$ cat src/snl_pkg.sv
// ----------------------------------------------------------------------------
// snl_pkg: shared types and constants for the sum normalizer
// Field widths, word structs, status codes, controller states and the
// command/status bundles between controller and datapath.
// ----------------------------------------------------------------------------
package snl_pkg;

  localparam int DATA_W           = 32;  // Q format entry width
  localparam int SUM_W            = 38;  // running sum width
  localparam int MAX_ENTRIES_DEF  = 64;
  localparam int FRAC_BITS_DEF    = 16;

  typedef enum logic [1:0] {
    STATUS_OK       = 2'd0,
    STATUS_ZERO_SUM = 2'd1,
    STATUS_NEG_TGT  = 2'd2,
    STATUS_OVERFLOW = 2'd3
  } status_e;

  typedef struct packed {
    logic [DATA_W-1:0] flux_value;
    logic              is_locked;
    logic [DATA_W-1:0] lock_target;
    logic              last_entry;
  } item_t;

  typedef struct packed {
    logic [DATA_W-1:0] scaled_value;
    logic              final_result;
    status_e           status_code;
  } result_t;

  typedef enum logic [2:0] {
    ST_IDLE,
    ST_SETUP,
    ST_READ,
    ST_MUL,
    ST_DIV_INIT,
    ST_DIV,
    ST_EMIT
  } state_e;

  // controller -> datapath
  typedef struct packed {
    logic load;
    logic setup;
    logic rd;
    logic mul;
    logic div_init;
    logic div_step;
    logic emit;
    logic clear;
  } cmd_t;

  // datapath -> controller
  typedef struct packed {
    logic empty;
    logic bypass;
    logic sat;
    logic div_last;
    logic last_idx;
  } sts_t;

endpackage

$ cat src/snl_ctrl.sv
// ----------------------------------------------------------------------------
// snl_ctrl: sum normalizer controller
// Sequences load, setup, and per entry read, multiply, divide and emit.
// ----------------------------------------------------------------------------
module snl_ctrl import snl_pkg::*; (
  input  logic clk_i,
  input  logic rst_ni,
  input  logic start,
  input  logic last_entry_i,
  input  sts_t sts_i,
  output cmd_t cmd_o,
  output logic busy,
  output logic res_strobe_o
);

  state_e state_q, state_d;

  always_ff @(posedge clk_i or negedge rst_ni) begin
    if (!rst_ni) begin
      state_q <= ST_IDLE;
    end else begin
      state_q <= state_d;
    end
  end

  always_comb begin
    state_d      = state_q;
    cmd_o        = '0;
    busy         = 1'b1;
    res_strobe_o = 1'b0;
    unique case (state_q)
      ST_IDLE: begin
        busy = 1'b0;
        if (start) begin
          cmd_o.load = 1'b1;
          if (last_entry_i) begin
            state_d = ST_SETUP;
          end
        end
      end
      ST_SETUP: begin
        cmd_o.setup = 1'b1;
        if (sts_i.empty) begin
          cmd_o.clear = 1'b1;
          state_d     = ST_IDLE;
        end else begin
          state_d = ST_READ;
        end
      end
      ST_READ: begin
        cmd_o.rd = 1'b1;
        state_d  = ST_MUL;
      end
      ST_MUL: begin
        cmd_o.mul = 1'b1;
        state_d   = sts_i.bypass ? ST_EMIT : ST_DIV_INIT;
      end
      ST_DIV_INIT: begin
        cmd_o.div_init = 1'b1;
        state_d        = sts_i.sat ? ST_EMIT : ST_DIV;
      end
      ST_DIV: begin
        cmd_o.div_step = 1'b1;
        if (sts_i.div_last) begin
          state_d = ST_EMIT;
        end
      end
      ST_EMIT: begin
        res_strobe_o = 1'b1;
        if (sts_i.last_idx) begin
          cmd_o.clear = 1'b1;
          state_d     = ST_IDLE;
        end else begin
          cmd_o.emit = 1'b1;
          state_d    = ST_READ;
        end
      end
      default: begin
        state_d = ST_IDLE;
      end
    endcase
  end

endmodule

$ cat config.mk
export PLATFORM = sky130hd
export DESIGN_NAME = snl_ctrl
export DESIGN_NICKNAME = d
export VERILOG_FILES = /design/src/snl_pkg.sv /design/src/snl_ctrl.sv
export SDC_FILE = /design/constraint.sdc
export NUM_CORES = 1
export LEC_CHECK = 0
export BUFFER_PORTS_ARGS = -buffer_cell sky130_fd_sc_hd__clkbuf_2
export CELL_PAD_IN_SITES_DETAIL_PLACEMENT = 0
export CELL_PAD_IN_SITES_GLOBAL_PLACEMENT = 2
export CORE_ASPECT_RATIO = 1.1
export CORE_MARGIN = 5
export CORE_UTILIZATION = 20
export DETAILED_ROUTE_END_ITERATION = 10
export PLACE_DENSITY = 0.82
export SYNTH_ARGS = -nofsm -noshare
export SYNTH_HDL_FRONTEND = slang
export SYNTH_SLANG_ARGS = --single-unit
$ cat constraint.sdc
create_clock -name clk_i -period 2.32 [get_ports clk_i]
set_clock_uncertainty 0.05 [all_clocks]
set_input_delay 0.232 -clock clk_i [delete_from_list [all_inputs] [get_ports clk_i]]
set_output_delay 0.232 -clock clk_i [all_outputs]
set_load 0.005 [all_outputs]
; Word-level counts from Yosys, hierarchy flattened
; Cells that the tools add are included.
[word_totals]
regBits = 3
[classes]
n_eq_ne = 9
mux = 22
reduce_logical = 2
[op_table]
columns = cell, n
row1 = 3-bit one-hot mux with 7 select lines, 1
row2 = 1-bit two-way mux, 13
row3 = "3-bit equality test, second input constant", 3
row4 = 3-bit two-way mux, 3
row5 = 2-bit two-way mux, 4
row6 = "3-bit by 2-bit equality test with 1-bit output, second input constant", 2
row7 = "2-bit inequality test, second input constant", 3
row8 = "3-bit by 1-bit equality test with 1-bit output, second input constant", 1
row9 = 3-bit zero test, 1
row10 = 3-bit AND reduction, 1
row11 = 1-bit one-hot mux with 2 select lines, 1

; Logic depth before layout (Yosys ltp)
; Gate-level depths: netlist (run 1).
[logic_depth]
depth_word = 3
mapped_depth = 4
ltp_nobuf = 3

; Worst setup path before layout (run 1)
; Ideal clock, no wire load.
[synth_timing]
path_kind = register to output
startpoint = register state_q[0]
endpoint = output cmd_o[0] (netlist bit)
t_arrival_ns = 0.907
slack_ns = 1.131
path_stages_with_launch = 5
path_buffers = 1
path_cell_list = dfrtp_1 clkbuf_4 inv_2 nor3_2 a22o_1
[synth_rtl]
columns = item, line_no
row1 = start: declaration, snl_ctrl.sv:16  ; state_e state_q, state_d;
row2 = start signal: assignment, snl_ctrl.sv:22  ; state_q <= state_d;
row3 = end: declaration, snl_ctrl.sv:11  ; output cmd_t cmd_o,

==> reports/qor.csv, run 1 <==
metric,value,unit
status,finished clean,
Via density,4.36,
Synth area leaders,"dfrtp_1 (26%), nor3_2 (7.0%), a221oi_2 (5.3%)",
Horiz. Die Dim,46.0,um
Synth top area share,0.263,
post-synthesis cell count,34,
IO Count,19,
vias in the first global route,306,
"Clk pin slew, worst setup/hold paths",0.04,ns
placement-stage cell area,369,um^2
Synth cell types,23,
number of synthesized register bits,3,
Slew headroom,0.718,
power density cells,1140,nW/um^2
RSZ-0062 raised after global routing,false,
period utilization,0.704,
Diodes inserted,0,
post-CTS setup buffer count,0,
Total Nets Final,64,
Worst Path Required,2.04,ns
largest net degree at the start of global routing,14,
register name with the most flops,state_q,
initial antenna violation count,0,
total grt overflow,0,
Synth Net Count,43,
IO buf count,18,
Yosys top cell by area,dfrtp_1,
routed via count,305,
Pre-antenna DRT Iters,1,
Routed met3 length,65,um
total CTS buffers,3,
TritonCTS clock tree,yes,
Wirelength per Cell,10.7,um
critical setup path kind,reg2out,
Iteration-0 DRC Markers,0,
CTS resizes,0,
Metal-1 WL,363,um
max FFs per register,3,
first-pass GRT wire length,1240,um
die height,49.6,um
minimum clock period,1.63,ns
P_leak,0.222,nW
biggest regs,state_q x3,
Max Used Layer,met3,
Max Clock Freq,612,MHz
Final setup viols,0,
GRT Overall Usage,0.0720,
Clock Sinks,3,
clk buf depth,2,
Initial Utilization,0.209,
Layout area overhead,42.1,%
Design Power,0.462,mW
DRC errors left,0,
Post-Route Setup TNS,0,ns
HP Class,in2async,
CTS H-Tree Depth,1,
hold-fix buffers at CTS,1,
Post-Place Cells,65,
CP Data Arrival Time,1.35,ns
Detail Route Antenna Nets,0,
maximum VDD drop,0.473,mV
YS warnings,0,
max-slew violations,0,
"non-filler cells, final",70,
sequential-to-total area share from yosys stat,0.263,
max_cap viols,0,
design area,405,um^2
Mapped Avg Cell Area,8.39,um^2
cell area after synthesis,285,um^2
count of final hold-check violations,0,
CP Max Fanout,13,
num rows,14,
Die Area,2280,um^2
Crit. End Element,output pin,
GP Congestion,0.733,
clk root buf,clkbuf_4,
layout cell share with drive strength beyond 1,0.463,
met2 wire length,322,um
Detailed Route WL,750,um
latest clock arrival within the worst-skew pair,0.23,ns
CP Launch Type,flop,
final core utilization,0.297,
Worst-Margin Slew,0.423,ns
Core Region,1370,um^2
-- Yosys cell counts --
| library cell | count |
|---|---|
| nand3b_1 | 2 |
| buf_4 | 1 |
| buf_6 | 1 |
| nor3b_1 | 1 |
| o22a_1 | 1 |
| a31oi_1 | 1 |
| a221oi_2 | 1 |
| nand2_1 | 3 |
| and3b_1 | 1 |
| nor3_2 | 2 |
| a21oi_1 | 1 |
| o21bai_1 | 1 |
| mux2i_1 | 1 |
| and3_1 | 1 |
| inv_2 | 1 |
| o31ai_1 | 1 |
| nand2b_1 | 2 |
| a211oi_1 | 1 |
| clkbuf_4 | 1 |
| dfrtp_1 | 3 |
| a22o_1 | 1 |
| nor2_1 | 4 |
| inv_1 | 2 |
-- logic make-up (layout without fill, tap and decap cells) --
family	after synthesis	count (layout)	share of synthesized area
AOI/OAI and AO/OA	8	8	0.232
DFF	3	3	0.263
and+or+nand+nor	16	16	0.338
muxes	1	1	0.0351
buffers and inverters	6	26	0.132
-- worst paths after layout --
check                                          to  slack (ns)  cells past startpoint                    from
max in group asynchronous  state_q[0]$_DFFE_PN0P_        1.82                      2                  rst_ni
min in group clk_i         state_q[0]$_DFFE_PN0P_        0.29                      4                sts_i[2]
setup reg to reg           state_q[1]$_DFFE_PN0P_        1.06                      3  state_q[0]$_DFFE_PN0P_
hold reg to reg            state_q[1]$_DFFE_PN0P_        0.67                      1  state_q[1]$_DFFE_PN0P_
setup / recovery                         cmd_o[0]        0.69                      4  state_q[0]$_DFFE_PN0P_
hold / removal             state_q[2]$_DFFE_PN0P_        0.28                      2                  rst_ni
-- through the flow --
| step | worst slack (ns) | hold WS [ns] |
|---|---|---|
| 6_report | 0.686 | 0.283 |
| 5_1_grt | 0.550 | 0.299 |
| 4_1_cts | 0.656 | 0.272 |
| 3_5_place_dp | 0.913 | -0.0184 |
| 3_3_place_gp | 0.912 | -0.0180 |
| 2_1_floorplan | 1.13 | -0.114 |
-- worst max-delay path, cell delays in order (launching register included) --
cell and delay [ns]:
dfrtp_1 0.59, inv_2 0.11, nor3_2 0.17, a22o_1 0.15, clkbuf_2 0.10
-- metal layers --
metal / GRT usage / vias up
met5: 0 / -
met4: 0.0427 / 0
met3: 0.0218 / 0
met2: 0.0894 / 13
met1: 0.105 / 134
li1: - / 158
-- where the power goes --
part	total, mW	internal, mW	switching, mW	leakage (nW)
registers	0.144	0.0751	0.0693	0.0381
logic	0.227	0.124	0.103	0.169
clock network	0.0907	0.0644	0.0263	0.0150
-- final cells by class --
cell class | count | area (um^2)
fill | 155 | 961
multi-input combinational | 25 | 173
timing repair buffer | 19 | 100
tap | 16 | 20.0
clock buffer | 4 | 26.3
inverter | 3 | 11.3
sequential | 3 | 75.1
-- placed cells by master (no fill, tap or decap) --
master,n
nor3b_1,1
clkbuf_1,1
a221oi_2,1
inv_2,1
a31oi_1,1
inv_1,2
mux2i_1,1
and3_1,1
a21oi_1,1
nor2_1,4
and3b_1,1
dfrtp_1,3
nand2_1,3
nor3_2,2
a22o_1,1
clkbuf_4,3
dlygate4sd3_1,1
nand3b_1,2
o31ai_1,1
o21bai_1,1
o22a_1,1
nand2b_1,2
clkbuf_2,18
a211oi_1,1
Note: power is estimated with default switching activity, not from simulation.
==> run 2: changes to the inputs <==
--- a/config.mk
+++ b/config.mk
@@ -10,9 +10,9 @@
 export CELL_PAD_IN_SITES_GLOBAL_PLACEMENT = 2
 export CORE_ASPECT_RATIO = 1.1
 export CORE_MARGIN = 5
-export CORE_UTILIZATION = 20
+export CORE_UTILIZATION = 17
 export DETAILED_ROUTE_END_ITERATION = 10
-export PLACE_DENSITY = 0.82
+export PLACE_DENSITY = 0.75
 export SYNTH_ARGS = -nofsm -noshare
 export SYNTH_HDL_FRONTEND = slang
 export SYNTH_SLANG_ARGS = --single-unit
==> constraint.sdc (replaced) <==
create_clock -name clk_i -period 1.3 [get_ports clk_i]
set_clock_uncertainty 0.05 [all_clocks]
set_input_delay 0.13 -clock clk_i [delete_from_list [all_inputs] [get_ports clk_i]]
set_output_delay 0.13 -clock clk_i [all_outputs]
set_load 0.005 [all_outputs]
==> run 2 against run 1 <==
Net effect: the run now ends with setup timing left; cell count grew 14%; clock-buffer cell count is the same; sequential share of layout area shrank 2.8 points; flip-flop and latch count is the same; hold slack lost 0.096 ns; cell area grew 24%; combinational power grew to 3.0 times the previous value; worst setup slack lost 0.71 ns; sequential power grew 62%; first-iteration DRC count grew 14; routed wire length grew 28%; die area grew 14%; critical endpoint is now cmd_o[4]; largest power group unchanged.
==> reports/qor.csv, run 2 (synthesized netlist as in run 1, its figures left out) <==
metric,value,unit,change
filler cell count,188,,+21%
GRT Overall Usage,0.0807,,+0.00866
Detail Route Antenna Nets,0,,unchanged
period utilization,1.02,,
Layout area overhead,75.9,%,
Crit. End Element,output pin,,
GP Congestion,0.671,,-8.4%
minimum clock period,1.32,ns,
max_cap viols,0,,unchanged
Clock Sinks,3,,unchanged
CP Max Fanout,6,,-7
launch point of the worst reg-to-reg path,state_q[1]$_DFFE_PN0P_,,
vias in the first global route,373,,+22%
layout cell share with drive strength beyond 1,0.651,,+0.188
power density cells,2150,nW/um^2,+88%
die height,53.0,um,+6.8%
critical setup path kind,reg2out,,
count of final hold-check violations,0,,unchanged
Buf/Inv on CP,3,,+1
DRC errors left,0,,unchanged
total CTS buffers,3,,unchanged
HP Class,in2async,,
Worst Path Required,1.12,ns,-0.92 ns
Crit path max-delay family,flip-flops,,
TritonCTS clock tree,yes,,
multi-input logic area,185,um^2,+7.2%
"commonest non-fill, non-tap cell in the layout",clkbuf_2,,
clk root buf,clkbuf_4,,
P_leak,0.272,nW,+23%
Max Clock Freq,757,MHz,
Detailed Route WL,957,um,+28%
first-pass GRT wire length,1480,um,+20%
Initial Utilization,0.181,,-0.0278
num rows,15,,+1
latest clock arrival within the worst-skew pair,0.23,ns,about the same
IO buf count,18,,unchanged
r2r worst-path depth,4,,+1
CP Data Arrival Time,1.14,ns,-0.21 ns
Via density,4.56,,+4.7%
Slew headroom,0.857,,+0.139
Wirelength per Cell,12.0,um,+12%
Diodes inserted,0,,unchanged
worst r2r dst,state_q[1]$_DFFE_PN0P_,,
Die Area,2600,um^2,+14%
CP Launch Type,flop,,
Total Nets Final,73,,+14%
total grt overflow,0,,unchanged
"Clk pin slew, worst setup/hold paths",0.03,ns,about the same
largest net degree at the start of global routing,7,,-7
IO Count,19,,unchanged
max FFs per register,3,,unchanged
RSZ-0062 raised after global routing,true,,
"commonest non-fill, non-tap cells in the layout","clkbuf_2 (15), buf_4 (6)",,
hpwl dp,668,um,
Core Region,1580,um^2,+15%
crit-path cells,buf_6 -> nand3b_1 -> inv_1 -> buf_2,,
Horiz. Die Dim,49.1,um,+6.6%
Pre-antenna DRT Iters,4,,+3
maximum VDD drop,0.733,mV,+55%
clk buf depth,2,,unchanged
Final setup viols,3,,+3
max-slew violations,0,,unchanged
Iteration-0 DRC Markers,14,,+14
biggest regs,state_q x3,,
Worst-Margin Slew,0.213,ns,-0.210 ns
register name with the most flops,state_q,,
initial antenna violation count,0,,unchanged
Worst R2R Setup Slack,0.06,ns,-1.00 ns
final worst slack,-0.0208,ns,-0.707 ns
Post-Route Setup TNS,-0.0579,ns,-0.0579 ns
Worst path max stage delay,0.45,ns,-0.14 ns
failing checks,setup timing,,
routed via count,365,,+20%
CTS H-Tree Depth,1,,unchanged
final core utilization,0.318,,+0.0216
FF/Latch Area,78.8,um^2,+5.0%
CP max-delay cell,dfrtp_2,,
status,finished with violations,,
[run 2: changes by cell type in the layout (fill, tap and decap cells not counted), sizes merged]
cell    change
buf        +12
clkbuf      -3
[run 2: what timing repair did]
| action | CTS | global route |
|---|---|---|
| setup endpoints to repair | 9 | 8 |
| hold endpoints to repair | 3 | 0 |
| pin swaps | 2 | 1 |
| setup buffers | 5 | 2 |
| gates resized for setup | 11 | 4 |
| hold buffers | 1 | 0 |
[run 2: final cells by class]
type,instances,area share
Inverter,3,0.0224
Tap cell,17,0.0424
Timing Repair Buffer,28,0.357
Multi-Input combinational cell,25,0.369
Clock buffer,4,0.0524
Sequential cell,3,0.157
[run 2: metal layers]
layer	up-vias	GRT usage	routed length [um]
met5	-	0	0
li1	177	-	-
met1	173	0.0759	394
met4	0	0.0942	0
met2	15	0.122	505
met3	0	0.0366	56
[run 2: per-stage QoR]
step | area [um^2] | std cells | setup slack, ns | hold WS [ns] | power, mW
after floorplan | 285 | 34 | 0.191 | -0.216 | 0.563
after global placement | 385 | 68 | 0.0870 | -0.122 | 0.706
after detailed placement | 385 | 68 | 0.0757 | -0.116 | 0.708
after CTS | 483 | 78 | -0.0355 | 0.175 | 1.04
final | 502 | 80 | -0.0208 | 0.187 | 1.08
after global routing | 502 | 80 | -0.0883 | 0.191 | 1.16
[run 2: worst max path at each step]
| stage | start | endpoint | slack, ns | cells after the start |
|---|---|---|---|---|
| after floorplan | state_q[0]$_DFFE_PN0P_ | state_q[1]$_DFFE_PN0P_ | 0.19 | 4 |
| after global placement | state_q[1]$_DFFE_PN0P_ | cmd_o[0] | 0.09 | 4 |
| after detailed placement | state_q[1]$_DFFE_PN0P_ | cmd_o[0] | 0.08 | 4 |
| after CTS | state_q[2]$_DFFE_PN0P_ | cmd_o[0] | -0.04 | 3 |
| after global routing | state_q[2]$_DFFE_PN0P_ | cmd_o[4] | -0.09 | 4 |
| final | state_q[2]$_DFFE_PN0P_ | cmd_o[4] | -0.02 | 4 |
[run 2: where the power goes]
part	total, mW	switching [mW]	internal, mW
Combinational	0.684	0.292	0.391
Clock	0.160	0.0455	0.115
Sequential	0.233	0.0895	0.144
Total	1.08	0.427	0.650
==> run 3: changes to the inputs <==
==> config.mk (replaced) <==
export PLATFORM = sky130hd
export DESIGN_NAME = snl_ctrl
export DESIGN_NICKNAME = d
export VERILOG_FILES = /design/src/snl_pkg.sv /design/src/snl_ctrl.sv
export SDC_FILE = /design/constraint.sdc
export NUM_CORES = 1
export LEC_CHECK = 0
export CELL_PAD_IN_SITES_DETAIL_PLACEMENT = 0
export CELL_PAD_IN_SITES_GLOBAL_PLACEMENT = 2
export CORE_AREA = 5 5 42 44
export DETAILED_ROUTE_END_ITERATION = 10
export DIE_AREA = 0 0 47 49
export DONT_BUFFER_PORTS = 1
export PLACE_DENSITY = 0.63
export SYNTH_ARGS = -nofsm -noshare
export SYNTH_HDL_FRONTEND = slang
export SYNTH_SLANG_ARGS = --single-unit
==> constraint.sdc (replaced) <==
create_clock -name clk_i -period 1.4 [get_ports clk_i]
set_clock_uncertainty 0.05 [all_clocks]
set_input_delay 0.14 -clock clk_i [delete_from_list [all_inputs] [get_ports clk_i]]
set_output_delay 0.14 -clock clk_i [all_outputs]
set_load 0.005 [all_outputs]
==> run 3 against run 2 <==
Net effect: the run now ends clean; die area down 11%; flip-flop and latch count did not move; non-clock buffer count decreased by 23; power fell by 29%; cell area is 30% lower; first-iteration DRC count is 50% lower; worst setup slack better by 0.10 ns; sequential power down 3%; core utilization is 6.7 points lower; routed wire length shrank 18%; combinational power is 44% lower; cell count down 30%; critical path type unchanged; critical endpoint is now cmd_o[0]; highest routed layer is now met4.
==> reports/qor.csv, run 3 (synthesized netlist as in run 1, its figures left out) <==
metric,value,unit,change
crit-path cells,nand2_1 -> nor2_2 -> a22o_1,,
Die Area,2300,um^2,-11%
Setup WS pre-CTS,0.145,ns,+0.0698 ns
Via density,4.79,,+4.9%
Post-Place Cells,49,,-28%
Core Region,1400,um^2,-11%
Layout area overhead,23.2,%,
launch point of the worst reg-to-reg path,state_q[0]$_DFFE_PN0P_,,
IO Count,19,,unchanged
Worst-Margin Slew,0.251,ns,+0.0378 ns
Final setup viols,0,,-3
CP Launch Type,flop,,
CP Max Fanout,11,,+5
max_cap viols,0,,unchanged
DRC errors left,0,,unchanged
Slew headroom,0.831,,-0.0254
Diodes inserted,0,,unchanged
GRT Overall Usage,0.0699,,-0.0108
latest clock arrival within the worst-skew pair,0.23,ns,about the same
worst r2r dst,state_q[1]$_DFFE_PN0P_,,
minimum clock period,1.32,ns,
Worst Setup SP,state_q[1]$_DFFE_PN0P_,,
P_leak,0.160,nW,-41%
Detailed Route WL,781,um,-18%
Wirelength per Cell,13.9,um,+17%
Pre-antenna DRT Iters,4,,unchanged
clk root buf,clkbuf_4,,
total grt overflow,0,,unchanged
critical setup path kind,reg2out,,
register name with the most flops,state_q,,
HP Class,in2async,,
period utilization,0.942,,
"Clk pin slew, worst setup/hold paths",0.04,ns,about the same
Crit. End Element,output pin,,
Post-Route Setup TNS,0,ns,+0.0579 ns
first-pass GRT wire length,1100,um,-26%
CP Data Arrival Time,1.13,ns,about the same
"commonest non-fill, non-tap cells in the layout","buf_4 (4), nand2_1 (3), nor2_1 (3), clkbuf_4 (3), dfrtp_2 (3)",,
RSZ-0062 raised after global routing,false,,
TritonCTS clock tree,yes,,
die height,49,um,-7.5%
Crit path max-delay family,flip-flops,,
"non-filler cells, final",56,,-30%
vias in the first global route,256,,-31%
CTS H-Tree Depth,1,,unchanged
status,finished clean,,
r2r worst-path depth,4,,unchanged
max FFs per register,3,,unchanged
total CTS buffers,3,,unchanged
count of final hold-check violations,0,,unchanged
initial antenna violation count,0,,unchanged
Horiz. Die Dim,47,um,-4.2%
final worst slack,0.0809,ns,+0.102 ns
"commonest non-fill, non-tap cell in the layout",buf_4,,
maximum VDD drop,0.922,mV,+26%
biggest regs,state_q x3,,
max-slew violations,0,,unchanged
Iteration-0 DRC Markers,7,,-7
IO buf count,0,,-18
hpwl dp,589,um,-12%
worst setup path end,cmd_o[0],,
layout cell share with drive strength beyond 1,0.375,,-0.276
Initial Utilization,0.204,,+0.0226
power density cells,2160,nW/um^2,+0.67%
Worst R2R Setup Slack,0.16,ns,+0.10 ns
Detail Route Antenna Nets,0,,unchanged
Max Clock Freq,758,MHz,
Clock Sinks,3,,unchanged
routed via count,268,,-27%
Buf/Inv on CP,0,,-3
Design Power,0.760,mW,-29%
GP Congestion,0.664,,-1.0%
Total Nets Final,50,,-32%
Worst path max stage delay,0.46,ns,about the same
num rows,14,,-1
CP max-delay cell,dfrtp_2,,
largest net degree at the start of global routing,14,,+7
Worst Path Required,1.21,ns,+0.09 ns
Worst path depth,3,,-1
clk buf depth,2,,unchanged
run 3: changes by cell type in the layout (fill, tap and decap cells not counted):
cell      change
clkbuf_2     -15
nand2_1       +1
nand2_2       -1
buf_6         -3
buf_4         -2
buf_2         -3
nor2_2        -1
nor2_1        +1
nor3b_1       +1
nor3b_2       -1
run 3: layout make-up:
type,instances,area (um^2)
repair buffers,5,40.0
flip-flops and latches,3,78.8
fillers,172,1050
well taps,16,20.0
multi-input cells,25,175
clock buffers,4,26.3
inverters,3,11.3
run 3: stage by stage:
step | cell area (um^2) | utilization | hold slack, ns
4_1_cts | 333 | 0.238 | 0.0841
3_5_place_dp | 294 | 0.210 | -0.205
3_3_place_gp | 294 | 0.210 | -0.205
2_1_floorplan | 285 | - | -0.206
6_report | 352 | 0.251 | 0.106
5_1_grt | 352 | 0.251 | 0.102
run 3: worst min-delay path by stage:
stage | from | endpoint
final | rst_ni | state_q[1]$_DFFE_PN0P_
after global routing | rst_ni | state_q[2]$_DFFE_PN0P_
after CTS | sts_i[2] | state_q[0]$_DFFE_PN0P_
after detailed placement | rst_ni | state_q[0]$_DFFE_PN0P_
after global placement | rst_ni | state_q[2]$_DFFE_PN0P_
after floorplan | rst_ni | state_q[0]$_DFFE_PN0P_
run 3: routing by layer:
metal,vias to the layer above,GRT usage,routed length [um],part of all wire
li1,131,-,-,-
met4,0,0.0691,17,0.022
met2,13,0.0973,410,0.52
met3,2,0.0332,88,0.11
met5,-,0,0,0
met1,122,0.0708,265,0.34
run 3: worst reg2reg max path: stages (launching register included):
cell      delay (ns)
dfrtp_2         0.46
buf_4           0.17
and3b_1         0.16
a221oi_2        0.16
o22a_1          0.16
run 3: timing repair:
action                                  CTS  global route
cloned                                    0             0
setup buffers                             0             2
resized for setup                         2             2
endpoints found under the hold margin     3             0
pin swaps                                 0             0
endpoints found under the setup margin    2             2
hold buffers                              1             0
run 3: where the power goes:
group          internal (mW)  switching [mW]  leakage [nW]
logic                  0.199           0.184         0.111
clock network          0.107          0.0448        0.0150
registers              0.133          0.0915        0.0342
total                  0.439           0.320         0.160
